==> src/rtl/core/tsaq_pkg.sv <==
// Shared constants, types and tables for the tilt smoothing and quaternion block.
package tsaq_pkg;

  localparam int CORDIC_STEPS = 16;
  localparam int ATAN_COUNT   = 24;
  localparam int CORDIC_ITERS = (CORDIC_STEPS < ATAN_COUNT) ? CORDIC_STEPS : ATAN_COUNT;
  localparam int CNT_W        = $clog2(ATAN_COUNT);

  localparam logic signed [33:0] CORDIC_GAIN = 34'sd652032874;
  localparam logic signed [50:0] PI_Q13      = 51'sd25736;

  localparam int CTRL_W  = 16;
  localparam int STATE_W = 24;
  localparam int OUT_W   = 7 * 16;

  typedef enum logic [2:0] {
    REG_ALPHA  = 3'd0,
    REG_ANG_LO = 3'd1,
    REG_ANG_HI = 3'd2,
    REG_AXIS_X = 3'd3,
    REG_AXIS_Y = 3'd4,
    REG_AXIS_Z = 3'd5
  } cfg_reg_e;

  typedef enum logic [0:0] {
    FUNC_UPDATE = 1'b0,
    FUNC_PRESET = 1'b1
  } func_e;

  typedef enum logic [3:0] {
    ST_IDLE,
    ST_FA,
    ST_FB,
    ST_FSUM,
    ST_AMUL,
    ST_ANG,
    ST_CORD,
    ST_QX,
    ST_QY,
    ST_QZ,
    ST_QW,
    ST_OUT
  } seq_state_e;

  typedef struct packed {
    logic in_ready;
    logic acc_load;
    logic state_load;
    logic angle_load;
    logic qx_load;
    logic qy_load;
    logic qzw_load;
    logic out_load;
  } seq_ctrl_t;

  // atan(2^-i) in 2^-28 rad
  function automatic logic [27:0] atan_lut(input logic [CNT_W-1:0] idx);
    logic [27:0] r;
    case (idx)
      5'd0:    r = 28'd210828714;
      5'd1:    r = 28'd124459457;
      5'd2:    r = 28'd65760959;
      5'd3:    r = 28'd33381290;
      5'd4:    r = 28'd16755422;
      5'd5:    r = 28'd8385879;
      5'd6:    r = 28'd4193963;
      5'd7:    r = 28'd2097109;
      5'd8:    r = 28'd1048571;
      5'd9:    r = 28'd524287;
      5'd10:   r = 28'd262144;
      5'd11:   r = 28'd131072;
      5'd12:   r = 28'd65536;
      5'd13:   r = 28'd32768;
      5'd14:   r = 28'd16384;
      5'd15:   r = 28'd8192;
      5'd16:   r = 28'd4096;
      5'd17:   r = 28'd2048;
      5'd18:   r = 28'd1024;
      5'd19:   r = 28'd512;
      5'd20:   r = 28'd256;
      5'd21:   r = 28'd128;
      5'd22:   r = 28'd64;
      5'd23:   r = 28'd32;
      default: r = 28'd0;
    endcase
    return r;
  endfunction

  function automatic logic [15:0] sat16(input logic signed [50:0] v);
    logic [15:0] r;
    if (v > 51'sd32767) begin
      r = 16'h7FFF;
    end else if (v < -51'sd32768) begin
      r = 16'h8000;
    end else begin
      r = v[15:0];
    end
    return r;
  endfunction

endpackage

==> src/rtl/core/tilt_smoothing_angle_quaternion.sv <==
// Top level: low-pass smoothing, angle map and axis-angle quaternion of a tilt actuator.
// An update word passes through the filter blend and the angle map (states FA, FB, FSUM,
// AMUL and ANG), with three passes through the one shared 33x18 multiplier. The CORDIC
// then runs one iteration per cycle on the half angle and raises a registered done flag.
// States QX, QY, QZ and QW form the three axis products and the scalar part, and ST_OUT
// loads the output register. That load waits while an earlier result still sits
// unaccepted in the output register. s_axis_tready is low for that whole time and rises
// the cycle after the load, so an update word is not taken before the last one is loaded.
// A finished result may wait in the output register while the next word is taken.
// A preset word loads the filter state in its acceptance cycle and gives no result.
// Configuration is taken on any cycle.
module tilt_smoothing_angle_quaternion
  import tsaq_pkg::*;
(
  input  logic                clk_i,
  input  logic                rst_ni,
  input  logic                s_axis_tvalid,
  output logic                s_axis_tready,
  input  logic [15:0]         s_axis_tdata,   // control
  input  logic [0:0]          s_axis_tuser,   // func
  output logic                m_axis_tvalid,
  input  logic                m_axis_tready,
  output logic [OUT_W-1:0]    m_axis_tdata,   // control_echo, smoothed_control, tilt_angle,
                                              // quat_w, quat_x, quat_y, quat_z
  input  logic                cfg_valid_i,
  output logic                cfg_ready_o,
  input  logic [2:0]          cfg_index_i,
  input  logic [15:0]         cfg_data_i
);

  seq_state_e state_q, state_d;
  seq_ctrl_t  ctl;

  logic [14:0]         alpha_q;
  logic signed [15:0]  ang_lo_q, ang_hi_q, axis_x_q, axis_y_q, axis_z_q;
  logic signed [STATE_W-1:0] smooth_q;
  logic signed [CTRL_W-1:0]  ctrl_q;
  logic signed [50:0]  prod_q, acc_q;
  logic signed [32:0]  mul_a;
  logic signed [17:0]  mul_b;
  logic [15:0]         angle_q, qw_q, qx_q, qy_q, qz_q;
  logic                out_valid_q;
  logic [OUT_W-1:0]    out_data_q;

  logic                in_fire;
  logic signed [23:0]  c22;
  logic signed [17:0]  beta;
  logic signed [16:0]  diff;
  logic signed [50:0]  fsum, fsh, asum, aval, xr, yr, sr;
  logic signed [STATE_W-1:0] smooth_new;
  logic [15:0]         angle_sat;
  logic                cordic_done;
  logic signed [33:0]  cx, cy;

  assign cfg_ready_o = 1'b1;
  assign in_fire     = s_axis_tvalid && s_axis_tready;
  assign c22         = {ctrl_q, 8'b0};
  assign beta        = 18'sd32768 - signed'({3'b0, alpha_q});
  assign diff        = 17'(ang_hi_q) - 17'(ang_lo_q);

  // filter blend, round half up, hold within state range
  assign fsum = acc_q + prod_q + 51'sd16384;
  assign fsh  = fsum >>> 15;
  always_comb begin
    if (fsh > 51'sd8388607) begin
      smooth_new = 24'sh7FFFFF;
    end else if (fsh < -51'sd8388608) begin
      smooth_new = -24'sh800000;
    end else begin
      smooth_new = fsh[23:0];
    end
  end

  // angle map, saturate to plus or minus pi
  assign asum = prod_q + (51'sd1 <<< 21);
  assign aval = (asum >>> 22) + 51'(ang_lo_q);
  always_comb begin
    if (aval > PI_Q13) begin
      angle_sat = PI_Q13[15:0];
    end else if (aval < -PI_Q13) begin
      angle_sat = 16'((-PI_Q13));
    end else begin
      angle_sat = aval[15:0];
    end
  end

  assign xr = (51'(cx) + 51'sd16384) >>> 15;
  assign yr = (prod_q + (51'sd1 <<< 29)) >>> 30;
  assign sr = (51'(smooth_q) + 51'sd128) >>> 8;

  tsaq_cordic u_cordic (
    .clk_i   (clk_i),
    .rst_ni  (rst_ni),
    .start_i (ctl.angle_load),
    .angle_i (signed'(angle_sat)),
    .done_o  (cordic_done),
    .x_o     (cx),
    .y_o     (cy)
  );

  always_comb begin
    state_d = state_q;
    case (state_q)
      ST_IDLE: begin
        if (in_fire && (func_e'(s_axis_tuser[0]) == FUNC_UPDATE)) begin
          state_d = ST_FA;
        end
      end
      ST_FA:   state_d = ST_FB;
      ST_FB:   state_d = ST_FSUM;
      ST_FSUM: state_d = ST_AMUL;
      ST_AMUL: state_d = ST_ANG;
      ST_ANG:  state_d = ST_CORD;
      ST_CORD: begin
        if (cordic_done) begin
          state_d = ST_QX;
        end
      end
      ST_QX:   state_d = ST_QY;
      ST_QY:   state_d = ST_QZ;
      ST_QZ:   state_d = ST_QW;
      ST_QW:   state_d = ST_OUT;
      ST_OUT: begin
        if (!out_valid_q || m_axis_tready) begin
          state_d = ST_IDLE;
        end
      end
      default: state_d = ST_IDLE;
    endcase
  end

  always_comb begin
    ctl   = '0;
    mul_a = '0;
    mul_b = '0;
    case (state_q)
      ST_IDLE: ctl.in_ready = 1'b1;
      ST_FA: begin
        mul_a = 33'(smooth_q);
        mul_b = signed'({3'b0, alpha_q});
      end
      ST_FB: begin
        mul_a        = 33'(c22);
        mul_b        = beta;
        ctl.acc_load = 1'b1;
      end
      ST_FSUM: ctl.state_load = 1'b1;
      ST_AMUL: begin
        mul_a = 33'(smooth_q);
        mul_b = 18'(diff);
      end
      ST_ANG:  ctl.angle_load = 1'b1;
      ST_CORD: ;
      ST_QX: begin
        mul_a = cy[32:0];
        mul_b = 18'(axis_x_q);
      end
      ST_QY: begin
        mul_a       = cy[32:0];
        mul_b       = 18'(axis_y_q);
        ctl.qx_load = 1'b1;
      end
      ST_QZ: begin
        mul_a       = cy[32:0];
        mul_b       = 18'(axis_z_q);
        ctl.qy_load = 1'b1;
      end
      ST_QW:  ctl.qzw_load = 1'b1;
      ST_OUT: ctl.out_load = !out_valid_q || m_axis_tready;
      default: ;
    endcase
  end

  assign s_axis_tready = ctl.in_ready;

  always_ff @(posedge clk_i or negedge rst_ni) begin
    if (!rst_ni) begin
      state_q     <= ST_IDLE;
      out_valid_q <= 1'b0;
      smooth_q    <= '0;
      alpha_q     <= '0;
      ang_lo_q    <= '0;
      ang_hi_q    <= 16'sd12868;
      axis_x_q    <= 16'sd32767;
      axis_y_q    <= '0;
      axis_z_q    <= '0;
    end else begin
      state_q <= state_d;
      if (ctl.out_load) begin
        out_valid_q <= 1'b1;
      end else if (m_axis_tready) begin
        out_valid_q <= 1'b0;
      end
      if (in_fire && (func_e'(s_axis_tuser[0]) == FUNC_PRESET)) begin
        smooth_q <= {signed'(s_axis_tdata), 8'b0};
      end else if (ctl.state_load) begin
        smooth_q <= smooth_new;
      end
      if (cfg_valid_i && cfg_ready_o) begin
        case (cfg_reg_e'(cfg_index_i))
          REG_ALPHA:  alpha_q  <= cfg_data_i[14:0];
          REG_ANG_LO: ang_lo_q <= cfg_data_i;
          REG_ANG_HI: ang_hi_q <= cfg_data_i;
          REG_AXIS_X: axis_x_q <= cfg_data_i;
          REG_AXIS_Y: axis_y_q <= cfg_data_i;
          REG_AXIS_Z: axis_z_q <= cfg_data_i;
          default: ;
        endcase
      end
    end
  end

  always_ff @(posedge clk_i) begin
    prod_q <= mul_a * mul_b;
    if (in_fire) begin
      ctrl_q <= s_axis_tdata;
    end
    if (ctl.acc_load) begin
      acc_q <= prod_q;
    end
    if (ctl.angle_load) begin
      angle_q <= angle_sat;
    end
    if (ctl.qx_load) begin
      qx_q <= sat16(yr);
    end
    if (ctl.qy_load) begin
      qy_q <= sat16(yr);
    end
    if (ctl.qzw_load) begin
      qz_q <= sat16(yr);
      qw_q <= sat16(xr);
    end
    if (ctl.out_load) begin
      out_data_q <= {qz_q, qy_q, qx_q, qw_q, angle_q, sat16(sr), ctrl_q};
    end
  end

  assign m_axis_tvalid = out_valid_q;
  assign m_axis_tdata  = out_data_q;

  a_preset_stays_ready: assert property (@(posedge clk_i) disable iff (!rst_ni)
    s_axis_tvalid && s_axis_tready && s_axis_tuser[0] |=> s_axis_tready)
    else $error("preset word left the block busy");

  a_update_goes_busy: assert property (@(posedge clk_i) disable iff (!rst_ni)
    s_axis_tvalid && s_axis_tready && !s_axis_tuser[0] |=> !s_axis_tready)
    else $error("update word did not start the sequence");

  a_cordic_done_in_wait: assert property (@(posedge clk_i) disable iff (!rst_ni)
    cordic_done |-> state_q == ST_CORD)
    else $error("cordic finished outside its wait state");

  a_result_from_out: assert property (@(posedge clk_i) disable iff (!rst_ni)
    $rose(m_axis_tvalid) |-> $past(state_q) == ST_OUT)
    else $error("result word appeared without a load");

endmodule

==> src/rtl/core/tsaq_cordic.sv <==
// Iterative rotation-mode CORDIC giving cos and sin of the half tilt angle.
module tsaq_cordic
  import tsaq_pkg::*;
(
  input  logic                clk_i,
  input  logic                rst_ni,
  input  logic                start_i,
  input  logic signed [15:0]  angle_i,
  output logic                done_o,
  output logic signed [33:0]  x_o,
  output logic signed [33:0]  y_o
);

  logic signed [33:0] x_q, x_d, y_q, y_d;
  logic signed [31:0] z_q, z_d;
  logic [CNT_W-1:0]   cnt_q, cnt_d;
  logic               run_q, run_d;
  logic               done_q, done_d;
  logic signed [33:0] sx, sy;
  logic signed [31:0] at;
  logic               last;

  assign sx   = x_q >>> cnt_q;
  assign sy   = y_q >>> cnt_q;
  assign at   = signed'({4'b0, atan_lut(cnt_q)});
  assign last = (cnt_q == CNT_W'(CORDIC_ITERS - 1));

  always_comb begin
    x_d    = x_q;
    y_d    = y_q;
    z_d    = z_q;
    cnt_d  = cnt_q;
    run_d  = run_q;
    done_d = 1'b0;
    if (start_i) begin
      x_d   = CORDIC_GAIN;
      y_d   = '0;
      z_d   = {{2{angle_i[15]}}, angle_i, 14'b0};
      cnt_d = '0;
      run_d = 1'b1;
    end else if (run_q) begin
      if (!z_q[31]) begin
        x_d = x_q - sy;
        y_d = y_q + sx;
        z_d = z_q - at;
      end else begin
        x_d = x_q + sy;
        y_d = y_q - sx;
        z_d = z_q + at;
      end
      cnt_d = cnt_q + 1'b1;
      if (last) begin
        run_d  = 1'b0;
        done_d = 1'b1;
      end
    end
  end

  always_ff @(posedge clk_i or negedge rst_ni) begin
    if (!rst_ni) begin
      cnt_q  <= '0;
      run_q  <= 1'b0;
      done_q <= 1'b0;
    end else begin
      cnt_q  <= cnt_d;
      run_q  <= run_d;
      done_q <= done_d;
    end
  end

  always_ff @(posedge clk_i) begin
    x_q <= x_d;
    y_q <= y_d;
    z_q <= z_d;
  end

  assign done_o = done_q;
  assign x_o    = x_q;
  assign y_o    = y_q;

endmodule

==> config.mk <==
export PLATFORM = sky130hd
export DESIGN_NAME = tilt_smoothing_angle_quaternion
export DESIGN_NICKNAME = d
export VERILOG_FILES = /design/src/rtl/core/tsaq_pkg.sv /design/src/rtl/core/tilt_smoothing_angle_quaternion.sv /design/src/rtl/core/tsaq_cordic.sv
export SDC_FILE = /design/constraint.sdc
export NUM_CORES = 2
export LEC_CHECK = 0
export BUFFER_PORTS_ARGS = -buffer_cell sky130_fd_sc_hd__buf_2
export CAP_MARGIN = 15
export CORE_UTILIZATION = 35
export CTS_CLUSTER_DIAMETER = 80
export DETAILED_ROUTE_END_ITERATION = 7
export GPL_TIMING_DRIVEN = 0
export SKIP_CTS_REPAIR_TIMING = 1
export SLEW_MARGIN = 10
export SYNTH_ARGS = -nofsm -noshare
export SYNTH_HDL_FRONTEND = slang
export SYNTH_SLANG_ARGS = --single-unit
==> constraint.sdc <==
create_clock -name clk_i -period 11.23 [get_ports clk_i]
set_input_delay 0 -clock clk_i [delete_from_list [all_inputs] [get_ports clk_i]]
set_output_delay 0 -clock clk_i [all_outputs]
set_load 0.03 [all_outputs]
==> qor.yml <==
final_cells: 8778
maxCapViolCount: 0
port_buffers: 152
cts.path.max_buffers: 3
yosys_warnings: 0
cp_common_cell: "fa_1"
critPathLaunch: "ang_lo_q[0]"
antenna_found_initial: 0
clk_latency_ns: 0.67
dieArea_sq_mm: 0.167
grt_pass1_vias: 48000
layout.nets: 7541
grt_usage_pct: 24.6
drive_above_1_share_pct: 9.68
async_flop_share_pct: 24.2
fillers: 16300
core_sq_mm: 0.164
grt_max_degree: 94
initial_core_util_pct: 35.4
first_iter_violations: 4423
io_pins: 156
place_inst: 8611
critPathArrivalTime_ns: 11.38
path_max_fanout: 10
r2r_end: "prod_q[50]"
design_area_sq_mm: 0.0647
r2r_start: "ang_lo_q[0]"
area_growth_pct: 11.7
antenna_left: 0
die_h_um: 409
r2r_cells: 38
clock_skew_ns: 0.0345
drc: 0
die_w_um: 409
netlist_area_sq_mm: 0.0579
viasPerCell: 5.51
wl_per_cell_um: 23.8
worst_slew_pin_slew_ns: 1.35
grt-ovfl-total: 0
critPathKind: "reg2reg"
hold_violations: 0
cts_num_sinks: 541
dpl_cell_area_sq_mm: 0.0617
hold_class: "in2reg"
synth_cells: 6261
vias: 48300
crit_path_start_kind: "flop"
rsz0062_at_grt: "false"
drtPass1Iterations: 6
slowest_stage: "fa_1"
crit_required_ns: 11.78
grt_pass1_wl_mm: 309
wl_mm: 209
clockRootBuffer: "clkbuf_16"
fmax_mhz: 92.3
gp_congestion: 1.03
r2r_slack_ns: 0.40
slew_headroom_pct: 10.1
cts_tree: "done"
ys.flop_type: "edfxtp_1"
ys_ff_latch: 541
endpoint: "prod_q[50]"
row_count: 148
max_stage_delay_ns: 0.54
slew_violations: 0
synth.net_count: 7255
dp_hpwl_mm: 170
synth_cell_types: 103
setup_violations: 0
fin_crit_ns: 10.83
status: "complete, no violations"
setup_tns_ns: 0
end_kind: "flop"
avgSynthCellArea_sq_um: 9.25
fin_crit_sh_pct: 96.4
clk_pin_slew_worst_paths_ns: 0.06
synth_seq_area_share_pct: 24.7
htreeDepth: 3
synth_edf_count: 277
cts_made_buffers: 67
-- flip-flops by register name (all words and copies together), names as in the netlist, 24 cells and up --
register / flops
prod_q: 51
m_axis_tdata: 112
smooth_q: 24
u_cordic.y_o: 34
u_cordic.x_o: 34
acc_q: 51
u_cordic.z_q: 32
-- metal layers --
layer	vias to the layer above	part of all wire (%)	global-route usage, %
met3	440	9.0	5.67
met5	-	0	0
met1	24000	41	32.4
met4	0	5.5	11.8
li1	21700	-	-
met2	2184	44	38.1
-- worst max-delay path: cells and delay by family, from the launching register on --
family,cells,cell delay (ns)
and+or+nand+nor,5,0.68
xor gates and xnor gates,1,0.33
DFF,1,0.42
adders and majority gates,9,4.26
buffers and inverters,5,0.91
AOI/OAI and AO/OA,18,4.09
-- cell usage after synthesis, types with 13 or more instances --
master | instances | area share, %
and3_1 | 46 | 0.50
o22ai_1 | 34 | 0.37
o31ai_1 | 21 | 0.27
nand4_1 | 43 | 0.46
a31oi_1 | 66 | 0.71
a221oi_1 | 17 | 0.26
a22o_1 | 15 | 0.23
a211o_1 | 16 | 0.24
inv_1 | 830 | 5.4
a211oi_1 | 43 | 0.56
or3_1 | 25 | 0.27
o21bai_1 | 39 | 0.51
o211ai_1 | 24 | 0.31
xnor2_1 | 235 | 3.6
and2_1 | 73 | 0.79
fa_1 | 575 | 20
mux2i_1 | 119 | 2.1
a21oi_1 | 327 | 2.8
mux2_2 | 107 | 2.1
o21ai_1 | 13 | 0.11
dfxtp_1 | 133 | 4.6
or2_2 | 17 | 0.18
edfxtp_1 | 277 | 14
ha_1 | 378 | 8.2
a221o_1 | 19 | 0.33
o21a_1 | 35 | 0.45
clkbuf_1 | 223 | 1.4
nand2_1 | 791 | 5.1
nand3_1 | 72 | 0.62
buf_1 | 29 | 0.19
dfrtp_1 | 111 | 4.8
mux4_2 | 76 | 3.0
a21o_1 | 128 | 1.7
nor2b_1 | 43 | 0.46
nor4_1 | 14 | 0.15
nor2_1 | 478 | 3.1
buf_2 | 24 | 0.21
dfstp_2 | 20 | 0.91
nand2b_1 | 50 | 0.54
xor2_1 | 135 | 2.0
a22oi_1 | 45 | 0.58
o21ai_0 | 234 | 2.0
nor3_1 | 74 | 0.64
-- placed cells by master (no fill, tap or decap), types with 176 or more instances in the layout --
| cell type | netlist | routed |
|---|---|---|
| inv_1 | 830 | 830 |
| nand2_1 | 791 | 791 |
| fa_1 | 575 | 575 |
| nor2_1 | 478 | 474 |
| ha_1 | 378 | 378 |
| a21oi_1 | 327 | 326 |
| edfxtp_1 | 277 | 277 |
| o21ai_0 | 234 | 233 |
| xnor2_1 | 235 | 232 |
| clkbuf_1 | 223 | 210 |
| buf_2 | 24 | 176 |
-- logic make-up after synthesis --
group | count (synthesis) | share of synthesized area (%)
compound gates | 1189 | 13.3
xor+xnor | 370 | 5.59
fa+ha+maj | 953 | 28.0
buf+inv | 1128 | 7.62
flops | 541 | 24.7
mux | 305 | 7.18
other cells | 1 | 0.00647
simple gates | 1774 | 13.6
-- metrics by stage --
stage | setup slack (ns) | hold WS (ns) | utilization, %
2_1_floorplan | 1.26 | -0.296 | -
3_3_place_gp | -4.25 | 0.307 | 37.6
3_5_place_dp | -1.34 | -0.0961 | 37.8
4_1_cts | -1.42 | -0.811 | 39.2
5_1_grt | 0.0133 | 0.0622 | 39.6
6_report | 0.400 | 0.0371 | 39.6
-- how the worst min path moves through the flow --
stage | startpoint | to | cells after the start
floorplan | rst_ni | alpha_q[0] | 0
global placement | s_axis_tdata[7] | ctrl_q[7] | 1
detailed placement | rst_ni | axis_y_q[12] | 1
CTS | rst_ni | axis_y_q[12] | 1
global route | s_axis_tvalid | ctrl_q[1] | 2
finish | s_axis_tuser | smooth_q[12] | 4
-- area by class of cell --
cell class	count	area [sq um]	area share, %
Multi-Input combinational cell	4592	39400	60.9
Timing Repair Buffer	218	1470	2.27
Buffer	295	1320	2.04
Tap cell	2175	2720	4.21
Sequential cell	541	14300	22.1
Antenna cell	1	2.50	0.00387
Clock inverter	42	490	0.758
Clock buffer	82	1860	2.87
Inverter	832	3120	4.83
Power is left out: the tool's default activity adds up to more than one toggle a clock period on the data nets, which glitch-free logic cannot reach.
